`src/slmd_pkg.sv`:
```
// Shared types and constants for the strict 3x3 local minimum detector.
// Used by slmd_window and strict_local_minimum_detector_3x3_core.
`timescale 1ns / 1ps
`default_nettype none

package slmd_pkg;

	// configuration register map
	localparam int CFG_INDEX_BITS = 1;
	localparam int CFG_DATA_BITS  = 13;
	localparam int ROWS_REG_BITS  = 13;
	localparam int COLS_REG_BITS  = 7;

	localparam logic [CFG_INDEX_BITS-1:0] REG_NUM_ROWS = 1'b0;
	localparam logic [CFG_INDEX_BITS-1:0] REG_NUM_COLS = 1'b1;

	// stream field widths
	localparam int SAMPLE_IN_BITS = 16;
	localparam int ROW_OUT_BITS   = 12;
	localparam int COL_OUT_BITS   = 6;
	localparam int VALUE_OUT_BITS = 16;
	localparam int COUNT_BITS     = 18;
	localparam int TDATA_OUT_BITS = 56;

	localparam logic [COUNT_BITS-1:0] COUNT_TOP = '1;

	typedef enum logic [5:0] {
		S_IDLE   = 6'b000001,
		S_SHIFT  = 6'b000010,
		S_EMIT_A = 6'b000100,
		S_EMIT_B = 6'b001000,
		S_READ   = 6'b010000,
		S_SUM    = 6'b100000
	} state_t;

	// window control from the sequencer
	typedef struct packed {
		logic shift;
		logic up_ok;
		logic down_ok;
		logic left_a;
	} win_ctl_t;

	// decisions for the center column and the right column
	typedef struct packed {
		logic min_a;
		logic min_b;
	} win_flags_t;

endpackage

`default_nettype wire

```
`src/strict_local_minimum_detector_3x3_core.sv`:
```
// Strict 3x3 local minimum detector: sequencer, line memory and report register.
// Depends on slmd_pkg and slmd_window.
//
// Usage:
//   s_* channel takes one sample per transfer in raster order. m_* channel gives
//   one report per transfer: a minimum (tuser = 0) with row, column, value and
//   running count, or the end-of-frame summary (tuser = 1) with the count.
//   tlast marks the final report caused by one input sample.
//   cfg_we/cfg_index/cfg_data set rows (index 0) and columns (index 1); a write
//   restarts the frame. Write only while the block is idle.
// Timing:
//   Each sample passes through accept, memory read/window shift and two report
//   slots before the next is accepted; a report is shown by the output register
//   in the cycle after its slot. A frame's last sample adds a sweep of the last
//   row, column by column, then the summary. The rate is set by the sequencer
//   stepping through the single line memory read and the two report slots.
// Reset and stall:
//   Reset clears position, count and sizes (2 x 2 frame); the line memory is
//   not cleared and needs no sweep. A stalled receiver holds the report and
//   the sequencer waits in its report slot.
`timescale 1ns / 1ps
`default_nettype none

module strict_local_minimum_detector_3x3_core import slmd_pkg::*; #(
	parameter int MAX_COLS    = 64,
	parameter int MAX_ROWS    = 4096,
	parameter int SAMPLE_BITS = 16
) (
	input  logic                      clk,
	input  logic                      arst_n,
	input  logic                      s_tvalid,
	output logic                      s_tready,
	input  logic [SAMPLE_IN_BITS-1:0] s_tdata,  // [15:0] sample
	output logic                      m_tvalid,
	input  logic                      m_tready,
	output logic [TDATA_OUT_BITS-1:0] m_tdata,  // min_row, min_col, min_value, minima_count
	output logic                      m_tuser,  // is_summary
	output logic                      m_tlast,
	input  logic                      cfg_we,
	input  logic [CFG_INDEX_BITS-1:0] cfg_index,
	input  logic [CFG_DATA_BITS-1:0]  cfg_data
);

	localparam int CW        = (MAX_COLS > 1) ? $clog2(MAX_COLS) : 1;
	localparam int RW        = (MAX_ROWS > 1) ? $clog2(MAX_ROWS) : 1;
	localparam int COLS_P2   = 1 << CW;
	localparam int MEM_DEPTH = 3 * COLS_P2;
	localparam int AW        = CW + 2;

	state_t state_q;

	logic [RW-1:0]          row_q, last_row_q;
	logic [CW-1:0]          col_q, last_col_q, j_q;
	logic                   flush_q, eof_q;
	logic [COUNT_BITS-1:0]  count_q, count_inc;
	logic [1:0]             cur_bank_q, p1_bank_q, p2_bank_q;
	logic [SAMPLE_BITS-1:0] sample_q;

	// line memory: three row banks, one write and two read ports
	logic [SAMPLE_BITS-1:0] mem_q [MEM_DEPTH];
	logic [SAMPLE_BITS-1:0] rd_a_q, rd_b_q;
	logic [AW-1:0]          wr_addr, rd_addr_a, rd_addr_b;
	logic [CW-1:0]          rd_col;
	logic                   s_fire;

	win_ctl_t               win_ctl;
	win_flags_t             flags;
	logic [SAMPLE_BITS-1:0] val_a, val_b;

	logic [CW-1:0]          k_col;
	logic                   chk_a, chk_b, slot_free;
	logic                   load_a, load_b, load_sum, a_done, b_done;
	logic [RW-1:0]          rep_row, rows_m1;
	logic [CW-1:0]          cols_m1;

	// report register
	logic                      m_tvalid_q;
	logic                      out_sum_q, out_last_q;
	logic [ROW_OUT_BITS-1:0]   out_row_q;
	logic [COL_OUT_BITS-1:0]   out_col_q;
	logic [VALUE_OUT_BITS-1:0] out_val_q;
	logic [COUNT_BITS-1:0]     out_cnt_q;

	assign s_tready = (state_q == S_IDLE);
	assign s_fire   = s_tvalid && s_tready;

	assign rd_col    = (state_q == S_IDLE) ? col_q : j_q;
	assign wr_addr   = {cur_bank_q, col_q};
	assign rd_addr_a = {flush_q ? p1_bank_q : p2_bank_q, rd_col};
	assign rd_addr_b = {flush_q ? cur_bank_q : p1_bank_q, rd_col};

	always_ff @(posedge clk) begin
		if (s_fire) begin
			mem_q[wr_addr] <= SAMPLE_BITS'(s_tdata);
		end
		rd_a_q <= mem_q[rd_addr_a];
		rd_b_q <= mem_q[rd_addr_b];
	end

	// during the last-row sweep the window rows are (last-1, last, unused)
	assign k_col = flush_q ? j_q : col_q;
	assign chk_a = flush_q ? (j_q != '0) : ((row_q != '0) && (col_q != '0));
	assign chk_b = (k_col == last_col_q) && (flush_q || (row_q != '0));

	assign win_ctl.shift   = (state_q == S_SHIFT);
	assign win_ctl.up_ok   = flush_q || (row_q > RW'(1));
	assign win_ctl.down_ok = !flush_q;
	assign win_ctl.left_a  = (k_col > CW'(1));

	slmd_window #(
		.SAMPLE_BITS(SAMPLE_BITS)
	) u_window (
		.clk     (clk),
		.ctl     (win_ctl),
		.col_top (rd_a_q),
		.col_mid (rd_b_q),
		.col_bot (sample_q),
		.flags   (flags),
		.val_a   (val_a),
		.val_b   (val_b)
	);

	assign slot_free = !m_tvalid_q || m_tready;
	assign count_inc = (count_q == COUNT_TOP) ? count_q : count_q + 1'b1;
	assign rep_row   = flush_q ? row_q : row_q - 1'b1;

	assign load_a   = (state_q == S_EMIT_A) && chk_a && flags.min_a && slot_free;
	assign load_b   = (state_q == S_EMIT_B) && chk_b && flags.min_b && slot_free;
	assign load_sum = (state_q == S_SUM) && slot_free;
	assign a_done   = !(chk_a && flags.min_a) || slot_free;
	assign b_done   = !(chk_b && flags.min_b) || slot_free;

	// clamp register writes into the supported frame size
	always_comb begin
		if (cfg_data[ROWS_REG_BITS-1:0] < ROWS_REG_BITS'(2)) begin
			rows_m1 = RW'(1);
		end else if (32'(cfg_data[ROWS_REG_BITS-1:0]) > 32'(MAX_ROWS)) begin
			rows_m1 = RW'(MAX_ROWS - 1);
		end else begin
			rows_m1 = RW'(cfg_data[ROWS_REG_BITS-1:0] - ROWS_REG_BITS'(1));
		end
		if (cfg_data[COLS_REG_BITS-1:0] < COLS_REG_BITS'(2)) begin
			cols_m1 = CW'(1);
		end else if (32'(cfg_data[COLS_REG_BITS-1:0]) > 32'(MAX_COLS)) begin
			cols_m1 = CW'(MAX_COLS - 1);
		end else begin
			cols_m1 = CW'(cfg_data[COLS_REG_BITS-1:0] - COLS_REG_BITS'(1));
		end
	end

	always_ff @(posedge clk or negedge arst_n) begin
		if (!arst_n) begin
			state_q    <= S_IDLE;
			m_tvalid_q <= 1'b0;
			row_q      <= '0;
			col_q      <= '0;
			j_q        <= '0;
			flush_q    <= 1'b0;
			eof_q      <= 1'b0;
			count_q    <= '0;
			cur_bank_q <= 2'd0;
			p1_bank_q  <= 2'd1;
			p2_bank_q  <= 2'd2;
			last_row_q <= RW'(1);
			last_col_q <= CW'(1);
		end else begin
			if (load_a || load_b || load_sum) begin
				m_tvalid_q <= 1'b1;
			end else if (m_tready) begin
				m_tvalid_q <= 1'b0;
			end

			case (state_q)
				S_IDLE: begin
					if (s_fire) begin
						eof_q   <= (row_q == last_row_q) && (col_q == last_col_q);
						flush_q <= 1'b0;
						state_q <= S_SHIFT;
					end
				end
				S_SHIFT: begin
					state_q <= S_EMIT_A;
				end
				S_EMIT_A: begin
					if (load_a) begin
						count_q <= count_inc;
					end
					if (a_done) begin
						state_q <= S_EMIT_B;
					end
				end
				S_EMIT_B: begin
					if (load_b) begin
						count_q <= count_inc;
					end
					if (b_done) begin
						if (flush_q) begin
							if (j_q == last_col_q) begin
								state_q <= S_SUM;
							end else begin
								j_q     <= j_q + 1'b1;
								state_q <= S_READ;
							end
						end else if (eof_q) begin
							// sweep the last row from column zero
							flush_q <= 1'b1;
							j_q     <= '0;
							state_q <= S_READ;
						end else begin
							if (col_q == last_col_q) begin
								col_q      <= '0;
								row_q      <= row_q + 1'b1;
								cur_bank_q <= p2_bank_q;
								p1_bank_q  <= cur_bank_q;
								p2_bank_q  <= p1_bank_q;
							end else begin
								col_q <= col_q + 1'b1;
							end
							state_q <= S_IDLE;
						end
					end
				end
				S_READ: begin
					state_q <= S_SHIFT;
				end
				S_SUM: begin
					if (slot_free) begin
						row_q   <= '0;
						col_q   <= '0;
						count_q <= '0;
						flush_q <= 1'b0;
						state_q <= S_IDLE;
					end
				end
				default: begin
					state_q <= S_IDLE;
				end
			endcase

			if (cfg_we) begin
				case (cfg_index)
					REG_NUM_ROWS: last_row_q <= rows_m1;
					REG_NUM_COLS: last_col_q <= cols_m1;
					default: ;
				endcase
				row_q   <= '0;
				col_q   <= '0;
				count_q <= '0;
			end
		end
	end

	always_ff @(posedge clk) begin
		if (s_fire) begin
			sample_q <= SAMPLE_BITS'(s_tdata);
		end
		if (load_a) begin
			out_sum_q  <= 1'b0;
			out_row_q  <= ROW_OUT_BITS'(rep_row);
			out_col_q  <= COL_OUT_BITS'(k_col - 1'b1);
			out_val_q  <= VALUE_OUT_BITS'(val_a);
			out_cnt_q  <= count_inc;
			out_last_q <= !eof_q && !(chk_b && flags.min_b);
		end else if (load_b) begin
			out_sum_q  <= 1'b0;
			out_row_q  <= ROW_OUT_BITS'(rep_row);
			out_col_q  <= COL_OUT_BITS'(k_col);
			out_val_q  <= VALUE_OUT_BITS'(val_b);
			out_cnt_q  <= count_inc;
			out_last_q <= !eof_q;
		end else if (load_sum) begin
			out_sum_q  <= 1'b1;
			out_row_q  <= '0;
			out_col_q  <= '0;
			out_val_q  <= '0;
			out_cnt_q  <= count_q;
			out_last_q <= 1'b1;
		end
	end

	assign m_tvalid = m_tvalid_q;
	assign m_tuser  = out_sum_q;
	assign m_tlast  = out_last_q;
	assign m_tdata  = {4'b0, out_cnt_q, out_val_q, out_col_q, out_row_q};

`ifndef ASSERT_OFF
	a_banks_distinct: assert property (@(posedge clk) disable iff (!arst_n)
		s_fire |-> ((cur_bank_q != p1_bank_q) && (cur_bank_q != p2_bank_q) &&
			(p1_bank_q != p2_bank_q)))
		else $error("line memory banks overlap at sample transfer");

	a_sum_after_sweep: assert property (@(posedge clk) disable iff (!arst_n)
		(state_q == S_SUM) |-> (flush_q && (j_q == last_col_q)))
		else $error("summary reached before last row sweep finished");

	a_pos_in_frame: assert property (@(posedge clk) disable iff (!arst_n)
		(col_q <= last_col_q) && (row_q <= last_row_q))
		else $error("frame position outside configured size");

	a_sum_is_last: assert property (@(posedge clk) disable iff (!arst_n)
		(m_tvalid && m_tuser) |-> m_tlast)
		else $error("summary report without tlast");
`endif

endmodule

`default_nettype wire

```
`src/slmd_window.sv`:
```
// 3x3 sample window with the strict minimum compare for two candidate centers.
// Depends on slmd_pkg for the control and flag structs.
`timescale 1ns / 1ps
`default_nettype none

module slmd_window import slmd_pkg::*; #(
	parameter int SAMPLE_BITS = 16
) (
	input  logic                   clk,
	input  win_ctl_t               ctl,
	input  logic [SAMPLE_BITS-1:0] col_top,
	input  logic [SAMPLE_BITS-1:0] col_mid,
	input  logic [SAMPLE_BITS-1:0] col_bot,
	output win_flags_t             flags,
	output logic [SAMPLE_BITS-1:0] val_a,
	output logic [SAMPLE_BITS-1:0] val_b
);

	// [row][col]: row 0 above the center row, col 2 the newest column
	logic [SAMPLE_BITS-1:0] win_q [3][3];
	logic [SAMPLE_BITS-1:0] new_col [3];

	assign new_col[0] = col_top;
	assign new_col[1] = col_mid;
	assign new_col[2] = col_bot;

	always_ff @(posedge clk) begin
		if (ctl.shift) begin
			for (int i = 0; i < 3; i++) begin
				win_q[i][0] <= win_q[i][1];
				win_q[i][1] <= win_q[i][2];
				win_q[i][2] <= new_col[i];
			end
		end
	end

	assign val_a = win_q[1][1];
	assign val_b = win_q[1][2];

	always_comb begin
		logic up, dn, lf;
		up = ctl.up_ok;
		dn = ctl.down_ok;
		lf = ctl.left_a;
		// center in the middle column, right neighbor always present
		flags.min_a = (!(up && lf) || (win_q[0][0] > val_a)) &&
			(!up || (win_q[0][1] > val_a)) &&
			(!up || (win_q[0][2] > val_a)) &&
			(!lf || (win_q[1][0] > val_a)) &&
			(win_q[1][2] > val_a) &&
			(!(dn && lf) || (win_q[2][0] > val_a)) &&
			(!dn || (win_q[2][1] > val_a)) &&
			(!dn || (win_q[2][2] > val_a));
		// center in the last column, no right neighbor
		flags.min_b = (!up || (win_q[0][1] > val_b)) &&
			(!up || (win_q[0][2] > val_b)) &&
			(win_q[1][1] > val_b) &&
			(!dn || (win_q[2][1] > val_b)) &&
			(!dn || (win_q[2][2] > val_b));
	end

endmodule

`default_nettype wire

```
`config.mk`:
```
export PLATFORM = sky130hd
export DESIGN_NAME = strict_local_minimum_detector_3x3_core
export DESIGN_NICKNAME = d
export VERILOG_FILES = /design/src/slmd_pkg.sv /design/src/strict_local_minimum_detector_3x3_core.sv /design/src/slmd_window.sv
export SDC_FILE = /design/constraint.sdc
export NUM_CORES = 2
export LEC_CHECK = 0
export BUFFER_PORTS_ARGS = -buffer_cell sky130_fd_sc_hd__buf_4
export CAP_MARGIN = 20
export CORE_ASPECT_RATIO = 0.5
export CORE_MARGIN = 4
export CORE_UTILIZATION = 55
export CTS_BUF_LIST = sky130_fd_sc_hd__clkbuf_4
export CTS_CLUSTER_DIAMETER = 200
export DETAILED_ROUTE_END_ITERATION = 7
export PLACE_DENSITY = 0.69
export SYNTH_ARGS = -nofsm -noshare
export SYNTH_HDL_FRONTEND = slang
export SYNTH_SLANG_ARGS = --single-unit
```
`constraint.sdc`:
```
create_clock -name clk -period 30.8 [get_ports clk]
set_clock_uncertainty 0.15 [all_clocks]
set_input_delay 4.62 -clock clk [delete_from_list [all_inputs] [get_ports clk]]
set_output_delay 4.62 -clock clk [all_outputs]
set_load 0.005 [all_outputs]
```
* Yosys cells after proc, flatten, opt, wreduce, memory -nomap -nowiden
Memory sizes are Yosys's and may differ from the RTL's. A register that Yosys moved wholly into a read port is not among the register bits. Cells that the tools add are included.
Word-level totals: register bits after elaboration 145, RAM bits 3216, bits of input ports 35, output and inout bits 60, word-level logic and storage cells 217, memories kept 2
Memories:
- mem_q | words 192, bits a word 16, read ports 2, clocked after Yosys merged registers in 2, wr ports 1, line strict_local_minimum_detector_3x3_core.sv:60 | logic [SAMPLE_BITS-1:0] mem_q [MEM_DEPTH];
- u_window.win_q | words 3, bits a word 48, read ports 3, clocked after Yosys merged registers in 0, wr ports 3, line slmd_window.sv:20 | logic [SAMPLE_BITS-1:0] win_q [3][3];
Operators by class: $add $sub $neg 8, magnitude comparators 19, equal/unequal tests 23, muxes and demuxes 68, bitwise logic cells 3, reduce and logical (&&, ||, !) cells 74
Operators with widths (number):
- > comparator 16 bit | 13
- 2-to-1 mux 12 bit | 12
- 2-to-1 mux 18 bit | 8
- 2-to-1 mux 6 bit | 22
- case mux 18 bit (3 select lines) | 1
- 2-to-1 mux 16 bit | 3
- case mux 6 bit (6 select lines) | 1
- logical AND 1 bit | 27
- case mux 12 bit (2 select lines) | 1
- subtractor 12 x 1 -> 12 bit, second input constant | 2
- adder 18 x 1 -> 18 bit, second input constant | 1
- == test 18 bit, second input constant | 1
- == test 6 bit | 3
- logical OR 1 bit | 18
- != test 3 bit, second input constant | 6
- AND reduction 4 bit | 4
- 2-to-1 mux 1 bit | 15
- > comparator 13 bit, second input constant | 1
- < comparator 13 x 2 -> 1 bit, second input constant | 1
- adder 12 x 1 -> 12 bit, second input constant | 1
- adder 6 x 1 -> 6 bit, second input constant | 2
- == test 12 bit | 1
- > comparator 12 x 1 -> 1 bit, second input constant | 1
- case mux 6 bit (2 select lines) | 1
- other kinds (27) | 49

* Longest topological paths before layout
depth after elaboration 17, gate-level depth with buffers 17, depth with buffers taken out 12

* Hierarchy
A second synthesis with hierarchy kept.
Second synthesis, totals: cells, all modules 10198, area, all modules 141794.7 µm²
Modules (own cells, without submodules):
- strict_local_minimum_detector_3x3_core | instances 1, cells an instance 9502, area each 132973.8 µm²
- slmd_window | instances 1, cells an instance 696, area each 8821.0 µm²

* Worst setup path after synthesis
No wires, ideal clock.
path type register to register, start register state_q[2], end memory u_window.win_q[0][0] (netlist bit), enable pin, setup time 826 ps, arrival time 10522 ps, data required time 29824 ps, setup slack 19302 ps, stages on the path, launching flop included 5, buffers on the path 1, clock period less this slack 11498 ps, cell sequence dfrtp_1 -> buf_6 -> nor3_1 -> nand2_1 -> nor3_1
RTL lines:
- from (decl) | line strict_local_minimum_detector_3x3_core.sv:50 | state_t state_q;
- from (signal assigned) | line strict_local_minimum_detector_3x3_core.sv:153 | state_q <= S_IDLE;
- from (signal assigned) | line strict_local_minimum_detector_3x3_core.sv:178 | state_q <= S_SHIFT;
- from (signal assigned) | line strict_local_minimum_detector_3x3_core.sv:182 | state_q <= S_EMIT_A;
- to (decl) | line slmd_window.sv:20

* Final worst setup path
start register state_q[0], end output port s_tready
Between the ends: cells in the longest elaborated chain, start to end 1
Ends and longest elaborated chain:
- == test 6 x 1 -> 1 bit | line strict_local_minimum_detector_3x3_core.sv:84 | assign s_tready = (state_q == S_IDLE);
- to (decl) | line strict_local_minimum_detector_3x3_core.sv:32 | output logic s_tready,
No other way between the ends.

==> flow_metrics.tcl <==
set metrics [dict create \
    status "finished, final reports clean" \
    crit_path_end_kind "output port" \
    yosysTopAreaCellShare_pct 70.31 \
    gp_congestion 0.9218 \
    final_hold_viol_count 0 \
    synth_cell_types 101 \
    syn_area_um2 140300 \
    postCtsSetupBuffers 0 \
    min_path_type "reg2reg" \
    yosysSeqAreaShare_pct 72.12 \
    grt_max_degree 148 \
    power.density_nw_per_um2 80.08 \
    synth_edf_count 3285 \
    cts_tree "yes" \
    cp_slowest_stage_delay_ns 0.87 \
    drtPass1Iterations 6 \
    grt_setup_unrepaired "no" \
    clk_latency_ns 1.35 \
    setup-tns-final_ns 0 \
    post-route-min-period_ns 9.302 \
    grt_pass1_vias 89060 \
    final_max_slew_viol_count 0 \
    cap_violations 0 \
    cts_buffer_depth 4 \
    dieWidth_um 722.3 \
    synth-main-ff-cell "edfxtp_1" \
    grt_first_pass_wirelength_um 630700 \
    area_growth_pct 10.71 \
    crit_fanout 25 \
    hold_buffers 0 \
    crit_family "simple AND/OR/NAND/NOR gates" \
    yosysMostFrequentCell "edfxtp_1" \
    cts.repair.resized 0 \
    path_cells "nor3b_2 -> nand2_1 -> inv_2 -> buf_4" \
    clk_pin_slew_ns 0.07 \
    fmax_ghz 0.1075 \
    synth_top_area_cell "edfxtp_1" \
    track_usage_pct 33.11 \
    grt_antenna_before_repair 49 \
    drc 0 \
    cts-root-buf "clkbuf_4" \
    cts_htree_levels 6 \
    ir_worst_vdd_uv 101.3 \
    worst_pin_slew_ns 1.358 \
    criticalPathCategory "reg2out" \
    ys.warnings.count 0 \
    yosys_register_bits 3393 \
    cp.arrival_ns 4.53 \
    fillers 19070 \
    yosys-top-cells-area "edfxtp_1 70%, nand2_1 5.7%, mux2i_1 3.3%" \
    gr-total-overflow 0 \
    drive_above_1_share_pct 16.53 \
    clkSinkCount 3393 \
    crit_slowest_cell "inv_2" \
    drt_wl_total_um 444500 \
    synthTopCellsByCount "3285 x edfxtp_1, 2112 x nand2_1, 555 x nand3_1, 459 x mux2i_1, 362 x a21oi_1" \
    port_buffers 90 \
    syn_inst 10200 \
    async_flop_share_pct 2.210 \
    num_vias 95620 \
    maxSlewHeadroom_pct 7.140 \
    power.total_mw 12.44 \
    die-area_um2 263700 \
    setup_viol 0 \
    cp.required_ns 26.03 \
    ios 95 \
    drt_iter0_drc 15270 \
    fin_crit_sh_pct 30.20 \
    fp.coreArea_um2 252400 \
    cellLeakagePower_nw 55.99 \
    routedWlPerCell_um 30.22 \
    die_y_um 365.1 \
    cp_num_buf_inv 2 \
    drt.antenna.violating_nets 0 \
    syn_avg_cell_area_um2 13.76 \
    dp_hpwl_um 264700 \
    start_util_pct 55.58 \
    layout.nets 11020 \
    worst_setup_path_start_kind "flip-flop" \
    cts_made_buffers 748 \
    rows 130 \
    vias_per_cell 6.501 \
]
[sequential cells by signal, summed over array words and instances, names as in the netlist, 12 cells and up]
signal          cells
mem_q            3072
u_window.win_q    144
count_q            18
out_cnt_q          18
out_val_q          16
rd_a_q             16
rd_b_q             16
sample_q           16
last_row_q         12
out_row_q          12
row_q              12
[worst paths after layout]
path / end / from / cells past startpoint / slack, ns
setup / recovery: s_tready / state_q[0]$_DFFE_PN1P_ / 4 / 21.50
hold / removal: u_window.win_q[2][11]$_DFFE_PP_ / sample_q[11]$_DFFE_PP_ / 0 / 0.25
setup reg to reg: rd_a_q[9]$_DFF_P_ / state_q[0]$_DFFE_PN1P_ / 12 / 23.25
hold reg to reg: u_window.win_q[2][11]$_DFFE_PP_ / sample_q[11]$_DFFE_PP_ / 0 / 0.25
max in group asynchronous: eof_q$_DFFE_PN0P_ / arst_n / 2 / 26.31
min in group asynchronous: last_row_q[5]$_DFFE_PN0P_ / arst_n / 1 / 3.07
[logic make-up after synthesis]
family	count (synthesis)	synth area share (%)
AO/OA/AOI/OAI	1622	8.138
XOR/XNOR	65	0.4058
adder cells (fa/ha/maj)	206	1.837
buffers and inverters	728	2.324
flip-flops	3393	72.12
multiplexers	497	3.580
other	1	0.002673
AND/OR/NAND/NOR	3686	11.59
[cell type report]
| class | count | area, um^2 | share of cell area, % |
|---|---|---|---|
| Antenna cell | 32 | 80.08 | 0.05155 |
| Clock buffer | 1150 | 8633 | 5.558 |
| Clock inverter | 130 | 795.8 | 0.5123 |
| Inverter | 69 | 259.0 | 0.1667 |
| Multi-Input combinational cell | 6080 | 36230 | 23.32 |
| Sequential cell | 3393 | 101200 | 65.14 |
| Tap cell | 3366 | 4212 | 2.711 |
| Timing Repair Buffer | 488 | 3931 | 2.531 |
[power breakdown]
| group | internal [mW] | leakage (nW) | switching, mW | total (mW) |
|---|---|---|---|---|
| sequential | 5.17 | 30.7 | 0.124 | 5.29 |
| combinational | 0.944 | 19.6 | 2.68 | 3.62 |
| clock | 1.77 | 5.68 | 1.75 | 3.52 |
[stage by stage]
stage,instance area [um^2],cells,hold WS [ns],util [%],setup WS (ns)
finish,155300,14710,0.2541,61.53,21.50
global route,155300,14680,0.2678,61.50,21.21
detailed placement,145700,13390,0.2545,57.72,22.85
global placement,145700,13380,0.2503,57.72,23.00
floorplan,140300,10200,0.2355,-,19.30
CTS,155100,14670,0.2596,61.46,21.46
[cell usage in the layout, fill, tap and decap left out, types with 26 or more instances in the layout]
cell type,n
edfxtp_1,3285
a221oi_1,33
o22ai_1,56
nor2_1,323
a21o_1,70
xor2_1,41
mux2_2,34
a211oi_1,144
nor2b_1,26
nor3_1,109
a31oi_1,120
ha_1,206
a2111oi_0,73
mux2i_1,456
a311oi_1,56
clkbuf_4,1152
nand3_1,554
nor4_1,36
inv_1,67
nand2_1,2110
dfrtp_1,70
a21oi_1,358
o221ai_1,58
and3_1,311
a311o_1,51
dfxtp_1,33
a22o_1,29
nand4_1,102
o21ai_0,232
o221a_2,63
clkinv_1,88
diode_2,32
buf_4,449
[layer usage]
layer	up-vias	track usage, %	share of wire [%]
li1	40330	-	-
met4	34	12.51	4.0
met3	1010	13.15	16
met1	46890	46.42	38
met5	-	0	0.073
met2	7355	46.66	42
Power figures use the tool's default switching activity.
